<file path="src/hw/rtl/mrd_pkg.sv">
// types and constants of the mqtt receive deframer
// no dependencies; used by the parser, the top level and the checker
`timescale 1ns / 1ps

package mrd_pkg;

   localparam int LenW = 28;

   // input item kinds
   localparam logic [1:0] KIND_RX_BYTE    = 2'd0;
   localparam logic [1:0] KIND_CONNECT    = 2'd1;
   localparam logic [1:0] KIND_DISCONNECT = 2'd2;

   // byte roles
   localparam logic [1:0] ROLE_HEADER = 2'd0;
   localparam logic [1:0] ROLE_LENGTH = 2'd1;
   localparam logic [1:0] ROLE_BODY   = 2'd2;
   localparam logic [1:0] ROLE_EVENT  = 2'd3;

   // link states
   localparam logic [1:0] LINK_DOWN = 2'd0;
   localparam logic [1:0] LINK_UP   = 2'd1;
   localparam logic [1:0] LINK_ERR  = 2'd2;

   localparam logic [3:0] TYPE_CONNACK = 4'd2;
   localparam logic [7:0] CONT_BIT     = 8'h80;
   localparam logic [7:0] GROUP_MASK   = 8'h7F;
   localparam logic [7:0] NIBBLE_MASK  = 8'h0F;

   typedef struct packed {
      logic [1:0]      byte_role;
      logic [3:0]      ctrl_type;
      logic [LenW-1:0] remaining_length;
      logic            packet_end;
      logic            length_error;
      logic            connected;
      logic [1:0]      link_state;
      logic [7:0]      connack_code;
   } rsp_type;

endpackage

</file>
<file path="src/hw/rtl/mqtt_rx_packet_deframer.sv">
// mqtt receive deframer: splits a received byte stream into control packets
// Usage:
//  - req channel: one item per received byte (req_kind 0, req_rx_byte) or a
//    local connect (kind 1) / disconnect (kind 2) event. kind 3 is reported
//    as a local event and changes nothing.
//  - rsp channel: exactly one result item per request item, in order: the
//    byte role, packet type, remaining length decoded so far, packet end and
//    length error marks, and the link state after the item.
//  - an accepted item is held in the input register; its result is loaded
//    into the output register once that register is free, and rsp_valid
//    rises with that load.
//  - throughput is one item per cycle while rsp_ready stays high, set by the
//    single parse state update between the two registers.
//  - if the receiver stalls, the result holds in the output register and one
//    more item waits in the input register; req_ready then drops until
//    rsp_ready returns.
//  - reset (synchronous, active high) empties both registers and returns
//    the parser to expect a header byte with the link disconnected.
//  - depends on mrd_pkg and mrd_parse
`timescale 1ns / 1ps

module mqtt_rx_packet_deframer (
   input  logic                      clock,
   input  logic                      reset,
   input  logic                      req_valid,
   output logic                      req_ready,
   input  logic [1:0]                req_kind,
   input  logic [7:0]                req_rx_byte,
   output logic                      rsp_valid,
   input  logic                      rsp_ready,
   output logic [1:0]                rsp_byte_role,
   output logic [3:0]                rsp_ctrl_type,
   output logic [mrd_pkg::LenW-1:0]  rsp_remaining_length,
   output logic                      rsp_packet_end,
   output logic                      rsp_length_error,
   output logic                      rsp_connected,
   output logic [1:0]                rsp_link_state,
   output logic [7:0]                rsp_connack_code
);
   import mrd_pkg::*;

   logic       in_valid_ff;
   logic [1:0] kind_ff;
   logic [7:0] byte_ff;
   logic       out_valid_ff;
   rsp_type    rsp_ff;
   rsp_type    rsp_in;
   logic       advance;

   // move the held item into the result register when that one is free
   assign advance   = in_valid_ff && (!out_valid_ff || rsp_ready);
   assign req_ready = !in_valid_ff || advance;

   mrd_parse u_parse (
      .clock   (clock),
      .reset   (reset),
      .step    (advance),
      .kind    (kind_ff),
      .rx_byte (byte_ff),
      .rsp     (rsp_in)
   );

   always_ff @(posedge clock) begin
      if (reset) begin
         in_valid_ff  <= 1'b0;
         out_valid_ff <= 1'b0;
      end else begin
         if (req_ready) in_valid_ff <= req_valid;
         if (advance) begin
            out_valid_ff <= 1'b1;
         end else if (rsp_ready) begin
            out_valid_ff <= 1'b0;
         end
      end
   end

   always_ff @(posedge clock) begin
      if (req_valid && req_ready) begin
         kind_ff <= req_kind;
         byte_ff <= req_rx_byte;
      end
      if (advance) rsp_ff <= rsp_in;
   end

   assign rsp_valid            = out_valid_ff;
   assign rsp_byte_role        = rsp_ff.byte_role;
   assign rsp_ctrl_type        = rsp_ff.ctrl_type;
   assign rsp_remaining_length = rsp_ff.remaining_length;
   assign rsp_packet_end       = rsp_ff.packet_end;
   assign rsp_length_error     = rsp_ff.length_error;
   assign rsp_connected        = rsp_ff.connected;
   assign rsp_link_state       = rsp_ff.link_state;
   assign rsp_connack_code     = rsp_ff.connack_code;

endmodule

</file>
<file path="src/hw/rtl/mrd_parse.sv">
// packet parse state and per-item result logic of the mqtt receive deframer
// depends on mrd_pkg
`timescale 1ns / 1ps

module mrd_parse (
   input  logic             clock,
   input  logic             reset,
   input  logic             step,
   input  logic [1:0]       kind,
   input  logic [7:0]       rx_byte,
   output mrd_pkg::rsp_type rsp
);
   import mrd_pkg::*;

   typedef enum logic [1:0] {
      PH_HEADER = 2'd0,
      PH_LENGTH = 2'd1,
      PH_BODY   = 2'd2
   } phase_type;

   phase_type       phase_ff, phase_in;
   logic [3:0]      type_ff, type_in;
   logic [LenW-1:0] accum_ff, accum_in;
   logic [2:0]      count_ff, count_in;
   logic [LenW-1:0] left_ff, left_in;
   logic [1:0]      index_ff, index_in;
   logic            conn_ff, conn_in;
   logic [1:0]      link_ff, link_in;
   logic [7:0]      code_ff, code_in;

   logic [6:0]      group;
   logic            more;
   logic [LenW-1:0] shifted;
   logic [LenW-1:0] sum;
   logic [LenW-1:0] left_dec;

   assign group    = 7'(rx_byte & GROUP_MASK);
   assign more     = (rx_byte & CONT_BIT) != 8'd0;
   assign sum      = accum_ff + shifted;
   assign left_dec = left_ff - LenW'(1);

   // least significant group first
   always_comb begin
      case (count_ff[1:0])
         2'd0:    shifted = {21'd0, group};
         2'd1:    shifted = {14'd0, group, 7'd0};
         2'd2:    shifted = {7'd0, group, 14'd0};
         default: shifted = {group, 21'd0};
      endcase
   end

   always_comb begin
      phase_in = phase_ff;
      type_in  = type_ff;
      accum_in = accum_ff;
      count_in = count_ff;
      left_in  = left_ff;
      index_in = index_ff;
      conn_in  = conn_ff;
      link_in  = link_ff;
      code_in  = code_ff;

      rsp.byte_role        = ROLE_EVENT;
      rsp.remaining_length = accum_ff;
      rsp.packet_end       = 1'b0;
      rsp.length_error     = 1'b0;

      if (kind == KIND_CONNECT) begin
         conn_in = 1'b1;
         link_in = LINK_UP;
      end else if (kind == KIND_DISCONNECT) begin
         conn_in = 1'b0;
         link_in = LINK_DOWN;
      end else if (kind == KIND_RX_BYTE) begin
         case (phase_ff)
            PH_LENGTH: begin
               rsp.byte_role        = ROLE_LENGTH;
               accum_in             = sum;
               count_in             = {1'b0, count_ff[1:0]} + 3'd1;
               rsp.remaining_length = sum;
               // fourth group ends the length even if it continues
               if (!more || count_ff[1:0] == 2'd3) begin
                  rsp.length_error = more;
                  if (sum == '0) begin
                     rsp.packet_end = 1'b1;
                     phase_in       = PH_HEADER;
                  end else begin
                     left_in  = sum;
                     index_in = 2'd0;
                     phase_in = PH_BODY;
                  end
               end
            end
            PH_BODY: begin
               rsp.byte_role = ROLE_BODY;
               // connack return code is the second body byte
               if (type_ff == TYPE_CONNACK && index_ff == 2'd1 && accum_ff >= LenW'(2)) begin
                  code_in = rx_byte;
                  if (rx_byte == 8'd0) begin
                     conn_in = 1'b1;
                     link_in = LINK_UP;
                  end else begin
                     conn_in = 1'b0;
                     link_in = LINK_ERR;
                  end
               end
               if (index_ff != 2'd3) index_in = index_ff + 2'd1;
               left_in = left_dec;
               if (left_dec == '0) begin
                  rsp.packet_end = 1'b1;
                  phase_in       = PH_HEADER;
               end
            end
            default: begin
               rsp.byte_role        = ROLE_HEADER;
               type_in              = 4'((rx_byte >> 4) & NIBBLE_MASK);
               accum_in             = '0;
               count_in             = 3'd0;
               left_in              = '0;
               index_in             = 2'd0;
               phase_in             = PH_LENGTH;
               rsp.remaining_length = '0;
            end
         endcase
      end

      rsp.ctrl_type    = type_in;
      rsp.connected    = conn_in;
      rsp.link_state   = link_in;
      rsp.connack_code = code_in;
   end

   always_ff @(posedge clock) begin
      if (reset) begin
         phase_ff <= PH_HEADER;
         type_ff  <= 4'd0;
         accum_ff <= '0;
         count_ff <= 3'd0;
         left_ff  <= '0;
         index_ff <= 2'd0;
         conn_ff  <= 1'b0;
         link_ff  <= LINK_DOWN;
         code_ff  <= 8'd0;
      end else if (step) begin
         phase_ff <= phase_in;
         type_ff  <= type_in;
         accum_ff <= accum_in;
         count_ff <= count_in;
         left_ff  <= left_in;
         index_ff <= index_in;
         conn_ff  <= conn_in;
         link_ff  <= link_in;
         code_ff  <= code_in;
      end
   end

endmodule

</file>
<file path="config.mk">
export PLATFORM = sky130hd
export DESIGN_NAME = mqtt_rx_packet_deframer
export DESIGN_NICKNAME = d
export VERILOG_FILES = /design/src/hw/rtl/mrd_pkg.sv /design/src/hw/rtl/mqtt_rx_packet_deframer.sv /design/src/hw/rtl/mrd_parse.sv
export SDC_FILE = /design/constraint.sdc
export NUM_CORES = 1
export LEC_CHECK = 0
export BUFFER_PORTS_ARGS = -buffer_cell sky130_fd_sc_hd__buf_2
export CAP_MARGIN = 20
export CORE_MARGIN = 2
export CORE_UTILIZATION = 45
export DETAILED_ROUTE_END_ITERATION = 8
export HOLD_SLACK_MARGIN = 0.06
export PLACE_DENSITY_LB_ADDON = 0.15
export SLEW_MARGIN = 30
export SYNTH_ARGS = -nofsm -noshare
export SYNTH_HDL_FRONTEND = slang
export SYNTH_SLANG_ARGS = --single-unit
</file>
<file path="constraint.sdc">
create_clock -name clock -period 10.9 [get_ports clock]
set_input_delay 1.09 -clock clock [delete_from_list [all_inputs] [get_ports clock]]
set_output_delay 1.09 -clock clock [all_outputs]
set_load 0.01 [all_outputs]
</file>
==> run_results.csv, run 1 <==
group,metric,value,unit
detailed_routing,first_pass_iters,5,
placed_design,port_buffers,62,
clock_tree,cts.path.max_buffers,2,
setup_path,crit_path_end_kind,"register",
synthesis,postSynth.asyncResetShare,0,
setup_path,crit_fanout,27,
synthesis,synthesis.area,9094,µm²
clock_tree,worstSkewPairLatency,0.43,ns
layout,finalInstanceArea,10110,µm²
floorplan,die_h,146.2,µm
synthesis,yosysSeqAreaShare,0.3621,
synthesis,synth_most_common_cell,"nor2_1",
global_routing,grt_pass1_wl,42730,µm
synthesis,synth_cells,1067,
setup_path,critical_path_class,"register to register",
clock_tree,hold_buffers,0,
floorplan,coreArea,19650,µm²
layout,final_nets,1147,
detailed_routing,avgViaCountPerCell,6.048,
detailed_routing,drt_wl_total,27330,µm
timing,fin_skew,0.01311,ns
timing,drv_slew,0,
layout,fill_cells,1898,
power,leakagePower,3.801,nW
floorplan,io_pins,63,
setup_path,crit_arrival,5.35,ns
timing,finalWorstSetupSlack,5.870,ns
clock_tree,cts_made_buffers,17,
synthesis,yosys-top-cells-count,"122 x nor2_1, 98 x nand2_1, 89 x a21oi_1, 79 x dfxtp_1, 65 x o21ai_0",
timing,rsz0062_at_grt,"false",
detailed_routing,ant_nets,0,
clock_tree,cts_htree_levels,4,
global_routing,grt_remaining_overflow,0,
floorplan,initial_core_util,0.4627,
timing,finalSetupViolCount,0,
synthesis,syn-num-nets,1123,
detailed_routing,wl_per_cell,19.95,µm
worst_hold_path,worst_hold_path_type,"register to register",
timing,fin_crit_sh,0.4614,
layout,area_growth,11.21,%
synthesis,synth_top_area_frac,0.1882,
detailed_routing,initialDrtViolationCount,660,
timing,fin_crit,5.030,ns
synthesis,synth-edff-count,57,
global_routing,grt_max_degree,84,
synthesis,synth-seq-cells,136,
clock_tree,cts-root-buf,"clkbuf_16",
power,irDropWorstVdd,0.00009805,V
clock_tree,cts_tree,"yes",
floorplan,dieArea,21360,µm²
detailed_routing,via_count,8286,
setup_path,cp.required,11.22,ns
placed_design,dp_slack,5.926,ns
synthesis,synth_area_leaders,"edfxtp_1 19%, dfxtp_1 17%, ha_1 5.6%",
clock_tree,post_cts_resized,0,
job,drv_cap,0,
floorplan,std_cell_rows,51,
layout,final_util,0.5146,
timing,relSlewSlack,0.3342,
synthesis,ys.flop_type,"dfxtp_1",
synthesis,synth_top_area_cell,"edfxtp_1",
global_routing,grt_pass1_vias,7502,
timing,holdWs,0.4617,ns
detailed_routing,drc_errors,0,
global_routing,grt_usage,0.2544,
timing,worstMarginPinSlew,0.9987,ns
power,powerDensity,119.3,nW/µm²
timing,tns,0,ns
placed_design,placed_area,9514,µm²
timing,hold_violations,0,
layout,drive_gt1_frac,0.1322,
placed_design,place.gp.congestion,0.9635,
clock_tree,cts_setup_buffers,0,
synthesis,ys_warn_count,0,
clock_tree,clk_pin_slew,0.07,ns
synthesis,ys_types,80,
synthesis,avgSynthCellArea,8.523,µm²
floorplan,die_w,146.2,µm
clock_tree,cts.sinks,136,
setup_path,r2r_setup_slack,5.87,ns
setup_path,critPathLaunchType,"register",
global_routing,antenna_found_initial,0,
timing,fmax,198.8,MHz
outcome,status,"completed",
placed_design,dpl.hpwl,18860,µm
==> per-stage QoR <==
| step | power [mW] | instances |
|---|---|---|
| 2_1_floorplan | 0.5983 | 1067 |
| 3_3_place_gp | 0.6219 | 1337 |
| 3_5_place_dp | 0.6218 | 1337 |
| 4_1_cts | 1.215 | 1369 |
| 5_1_grt | 1.245 | 1369 |
| 6_report | 1.207 | 1370 |
==> where the power goes <==
group | total, mW | internal (mW) | switching, mW
logic | 0.0591 | 0.0185 | 0.0406
clock network | 0.596 | 0.329 | 0.267
registers | 0.552 | 0.543 | 0.00910
==> cell type report <==
type,instances,area (µm²),share of cell area
clock inverters,15,171.4,0.01695
clock buffers,17,425.4,0.04206
multi-input cells,841,5429,0.5368
diodes,1,2.502,0.0002474
well taps,265,331.6,0.03279
inverters,26,97.59,0.009650
flip-flops and latches,136,3293,0.3256
repair buffers,69,362.8,0.03588
==> state kept, by name, summed over array words and instances, names as in the netlist, 4 cells and up <==
name / flops
rsp_connack_code: 8
rsp_ctrl_type: 4
rsp_remaining_length: 28
u_parse.code_ff: 8
u_parse.left_ff: 28
u_parse.accum_ff: 28
byte_ff: 8
u_parse.type_ff: 4
==> metal layers <==
layer  part of all wire  global-route usage  routed length (µm)  vias to the layer above
met1               0.44              0.3483               12010                     3969
met2               0.47              0.4163               12880                      320
met4              0.021             0.07718                 574                        0
met5                  0                   0                   0                        -
met3              0.068             0.03906                1862                       37
li1                   -                   -                   -                     3960
==> worst max-delay path, cell delays in order (launching register included) <==
cell	delay, ns
dfxtp_1	0.35
ha_1	0.30
nor2b_1	0.39
and2_1	0.25
ha_1	0.25
a21oi_1	0.29
o211ai_2	0.24
a311oi_1	0.50
a2111oi_0	0.17
or4_1	0.44
a2111o_1	0.44
nor4_4	0.27
a31oi_4	0.24
nand2_4	0.38
mux2_2	0.38
==> final timing paths <==
path | startpoint | to | cells after the start
max | u_parse.count_ff[0] | u_parse.left_ff[14] | 14
min | u_parse.link_ff[1] | u_parse.link_ff[1] | 2
min reg2reg | u_parse.link_ff[1] | u_parse.link_ff[1] | 2
max reg2reg | u_parse.count_ff[0] | u_parse.left_ff[14] | 14
==> kinds of logic after synthesis <==
group	after synthesis	share of synthesized area
AND/OR/NAND/NOR	424	0.2365
AO/OA/AOI/OAI	303	0.2225
flip-flops	136	0.3621
buffers and inverters	90	0.04169
adder cells (fa/ha/maj)	42	0.05861
XOR/XNOR	36	0.03467
multiplexers	36	0.04389
==> cells in the final DEF (no fill, tap or decap), types with 22 or more instances in the layout <==
| master | count |
|---|---|
| nor2_1 | 122 |
| nand2_1 | 98 |
| a21oi_1 | 89 |
| dfxtp_1 | 79 |
| o21ai_0 | 65 |
| buf_2 | 62 |
| edfxtp_1 | 57 |
| and2_1 | 42 |
| ha_1 | 40 |
| a22oi_1 | 35 |
| nor3_1 | 34 |
| nor2b_1 | 26 |
| inv_1 | 24 |
| xor2_1 | 22 |
No activity file was read; power rests on OpenSTA's default activity.
==> run 2: changes to the inputs <==
==> constraint.sdc (replaced) <==
create_clock -name clock -period 4.1 [get_ports clock]
set_input_delay 0.41 -clock clock [delete_from_list [all_inputs] [get_ports clock]]
set_output_delay 0.41 -clock clock [all_outputs]
set_load 0.01 [all_outputs]
==> run 2 against run 1 <==
Effect of this change:
- the flow now finishes with violations (setup timing)
- cell count rose by 10%
- clock skew fell by 0.0034 ns
- sequential power rose to 2.6 times the previous value
- core utilization rose by 8.3 points
- sequential cell count did not move
- global-route usage rose by 1.5 points
- critical path type unchanged
- critical endpoint is now u_parse.left_ff[24]
==> run_results.csv, run 2 (same netlist as run 1, synthesis figures left out) <==
group,metric,value,unit
global_routing,grt_usage,0.2692,
global_routing,grt_util_met1,0.3721,
global_routing,grt_remaining_overflow,0,
job,drv_cap,0,
layout,fill_cells,1814,
clock_tree,cts_made_buffers,17,
layout,fin_cells,1513,
layout,multi_input_comb_area,5907,µm²
timing,hold_violations,0,
layout,drive_gt1_frac,0.2933,
clock_tree,cts.sinks,136,
timing,rsz0062_at_grt,"true",
timing,relSlewSlack,0.3950,
setup_path,slowest_delay,0.39,ns
timing,fmax,232.4,MHz
layout,final_common_cell,"buf_4",
setup_path,worstSetupStartpoint,"u_parse.count_ff[1]",
layout,seq_area,3301,µm²
clock_tree,cts.path.max_buffers,2,
floorplan,die_w,146.2,µm
setup_path,critPathLaunchType,"register",
outcome,status,"finished with violations",
detailed_routing,drt_wl_total,29200,µm
setup_path,crit_fanout,7,
global_routing,grt_pass1_wl,45460,µm
setup_path,critical_path_class,"register to register",
global_routing,use_met2,0.4377,
placed_design,placed_area,10590,µm²
clock_tree,cts_htree_levels,4,
global_routing,grt_pass1_vias,8111,
timing,fin_crit,4.302,ns
detailed_routing,initialDrtViolationCount,765,
clock_tree,clk_pin_slew,0.07,ns
detailed_routing,ant_nets,0,
timing,fin_skew,0.009727,ns
timing,drv_slew,0,
floorplan,dieArea,21360,µm²
global_routing,grt-busiest-layer,"met2",
placed_design,dp_slack,-0.2756,ns
detailed_routing,via_count,8910,
detailed_routing,avgViaCountPerCell,5.889,
setup_path,path_cells,"inv_4 > ha_4 > nor2b_4 > and2_4 > ha_4 > fa_2 > a21o_1 > a221oi_4 > buf_6 > o21a_1 > buf_6 > nor3_2 > or3_4 > a211o_1 > nor4_4 > buf_4 > a31oi_4 > nand2_4 > buf_12 > mux2_4",
power,leakagePower,4.668,nW
worst_hold_path,min_from,"req_rx_byte[4]",
layout,final_nets,1291,
clock_tree,cts_tree,"yes",
detailed_routing,wl_per_cell,19.30,µm
floorplan,initial_core_util,0.4627,
timing,fin_crit_sh,1.049,
clock_tree,cts-root-buf,"clkbuf_16",
global_routing,grt_max_degree,72,
floorplan,coreArea,19650,µm²
placed_design,place.gp.congestion,0.9613,
placed_design,dpl.hpwl,20890,µm
layout,diodes,0,
global_routing,antenna_found_initial,0,
setup_path,crit_slowest_cell,"dfxtp_4",
floorplan,io_pins,63,
layout,finalInstanceArea,11750,µm²
timing,finalWorstSetupSlack,-0.2023,ns
outcome,violations,"setup timing",
timing,tns,-4.073,ns
placed_design,port_buffers,62,
placed_design,dp.cells,1468,
setup_path,cp.required,4.41,ns
power,finalPower,3.190,mW
detailed_routing,first_pass_iters,8,
setup_path,crit_arrival,4.61,ns
global_routing,met3_usage,0.04531,
layout,layout_common_cells,"137 x buf_4, 122 x nor2_1, 96 x nand2_1",
power,irDropWorstVdd,0.0003116,V
clock_tree,worstSkewPairLatency,0.43,ns
floorplan,std_cell_rows,51,
setup_path,crit_path_end_kind,"register",
worst_hold_path,worst_hold_path_type,"input pin to register",
floorplan,die_h,146.2,µm
timing,worstMarginPinSlew,0.9075,ns
timing,finalSetupViolCount,29,
detailed_routing,drc_errors,0,
power,powerDensity,271.4,nW/µm²
layout,area_growth,29.25,%
setup_path,timing.rr.start,"u_parse.count_ff[1]",
[run 2: cell count changes in the layout (fill, tap and decap cells not counted), sizes merged]
cell,before,now
buf,69,213
bufinv,1,0
clkbuf,17,19
clkinvlp,0,1
diode,1,0
inv,37,35
[run 2: layer usage]
layer	wire [µm]	part of all wire
met1	13120	0.45
met4	656	0.022
met5	0	0
met3	1825	0.062
met2	13600	0.47
[run 2: per-stage QoR]
step	hold slack [ns]	utilization
2_1_floorplan	0.4363	-
5_1_grt	0.1408	0.5980
4_1_cts	0.1452	0.5873
3_5_place_dp	0.4485	0.5390
6_report	0.1549	0.5980
3_3_place_gp	0.4443	0.5390
[run 2: where the power goes]
part | total (mW) | internal [mW] | switching, mW
clock network | 1.53 | 0.856 | 0.678
registers | 1.46 | 1.44 | 0.0195
logic | 0.194 | 0.0731 | 0.121
total | 3.19 | 2.37 | 0.818
[run 2: worst max-delay path, delay by kind of cell, from the launching register on]
kind | cells | cell delay (ns)
compound gates | 5 | 1.10
mux | 1 | 0.30
fa+ha+maj | 3 | 0.63
buf+inv | 5 | 0.66
simple gates | 6 | 1.10
flops | 1 | 0.39
[run 2: final timing paths]
check             slack, ns                  end  cells after the start
setup / recovery      -0.20  u_parse.left_ff[24]                     20
hold / removal         0.15           byte_ff[4]                      1
hold reg to reg        0.46   u_parse.link_ff[1]                      2
setup reg to reg      -0.20  u_parse.left_ff[24]                     20
[run 2: layout make-up]
class                      count  area share
multi-input combinational    841      0.5026
sequential                   136      0.2808
timing repair buffer         213      0.1298
inverter                      26    0.008729
clock inverter                13     0.01043
clock buffer                  19     0.03949
tap                          265     0.02821
[run 2: timing repair]
action	in CTS	in global routing
resized for setup	56	43
cloned	1	0
endpoints found under the setup margin	31	32
setup buffers	12	2
hold buffers	0	0
pin swaps	19	13
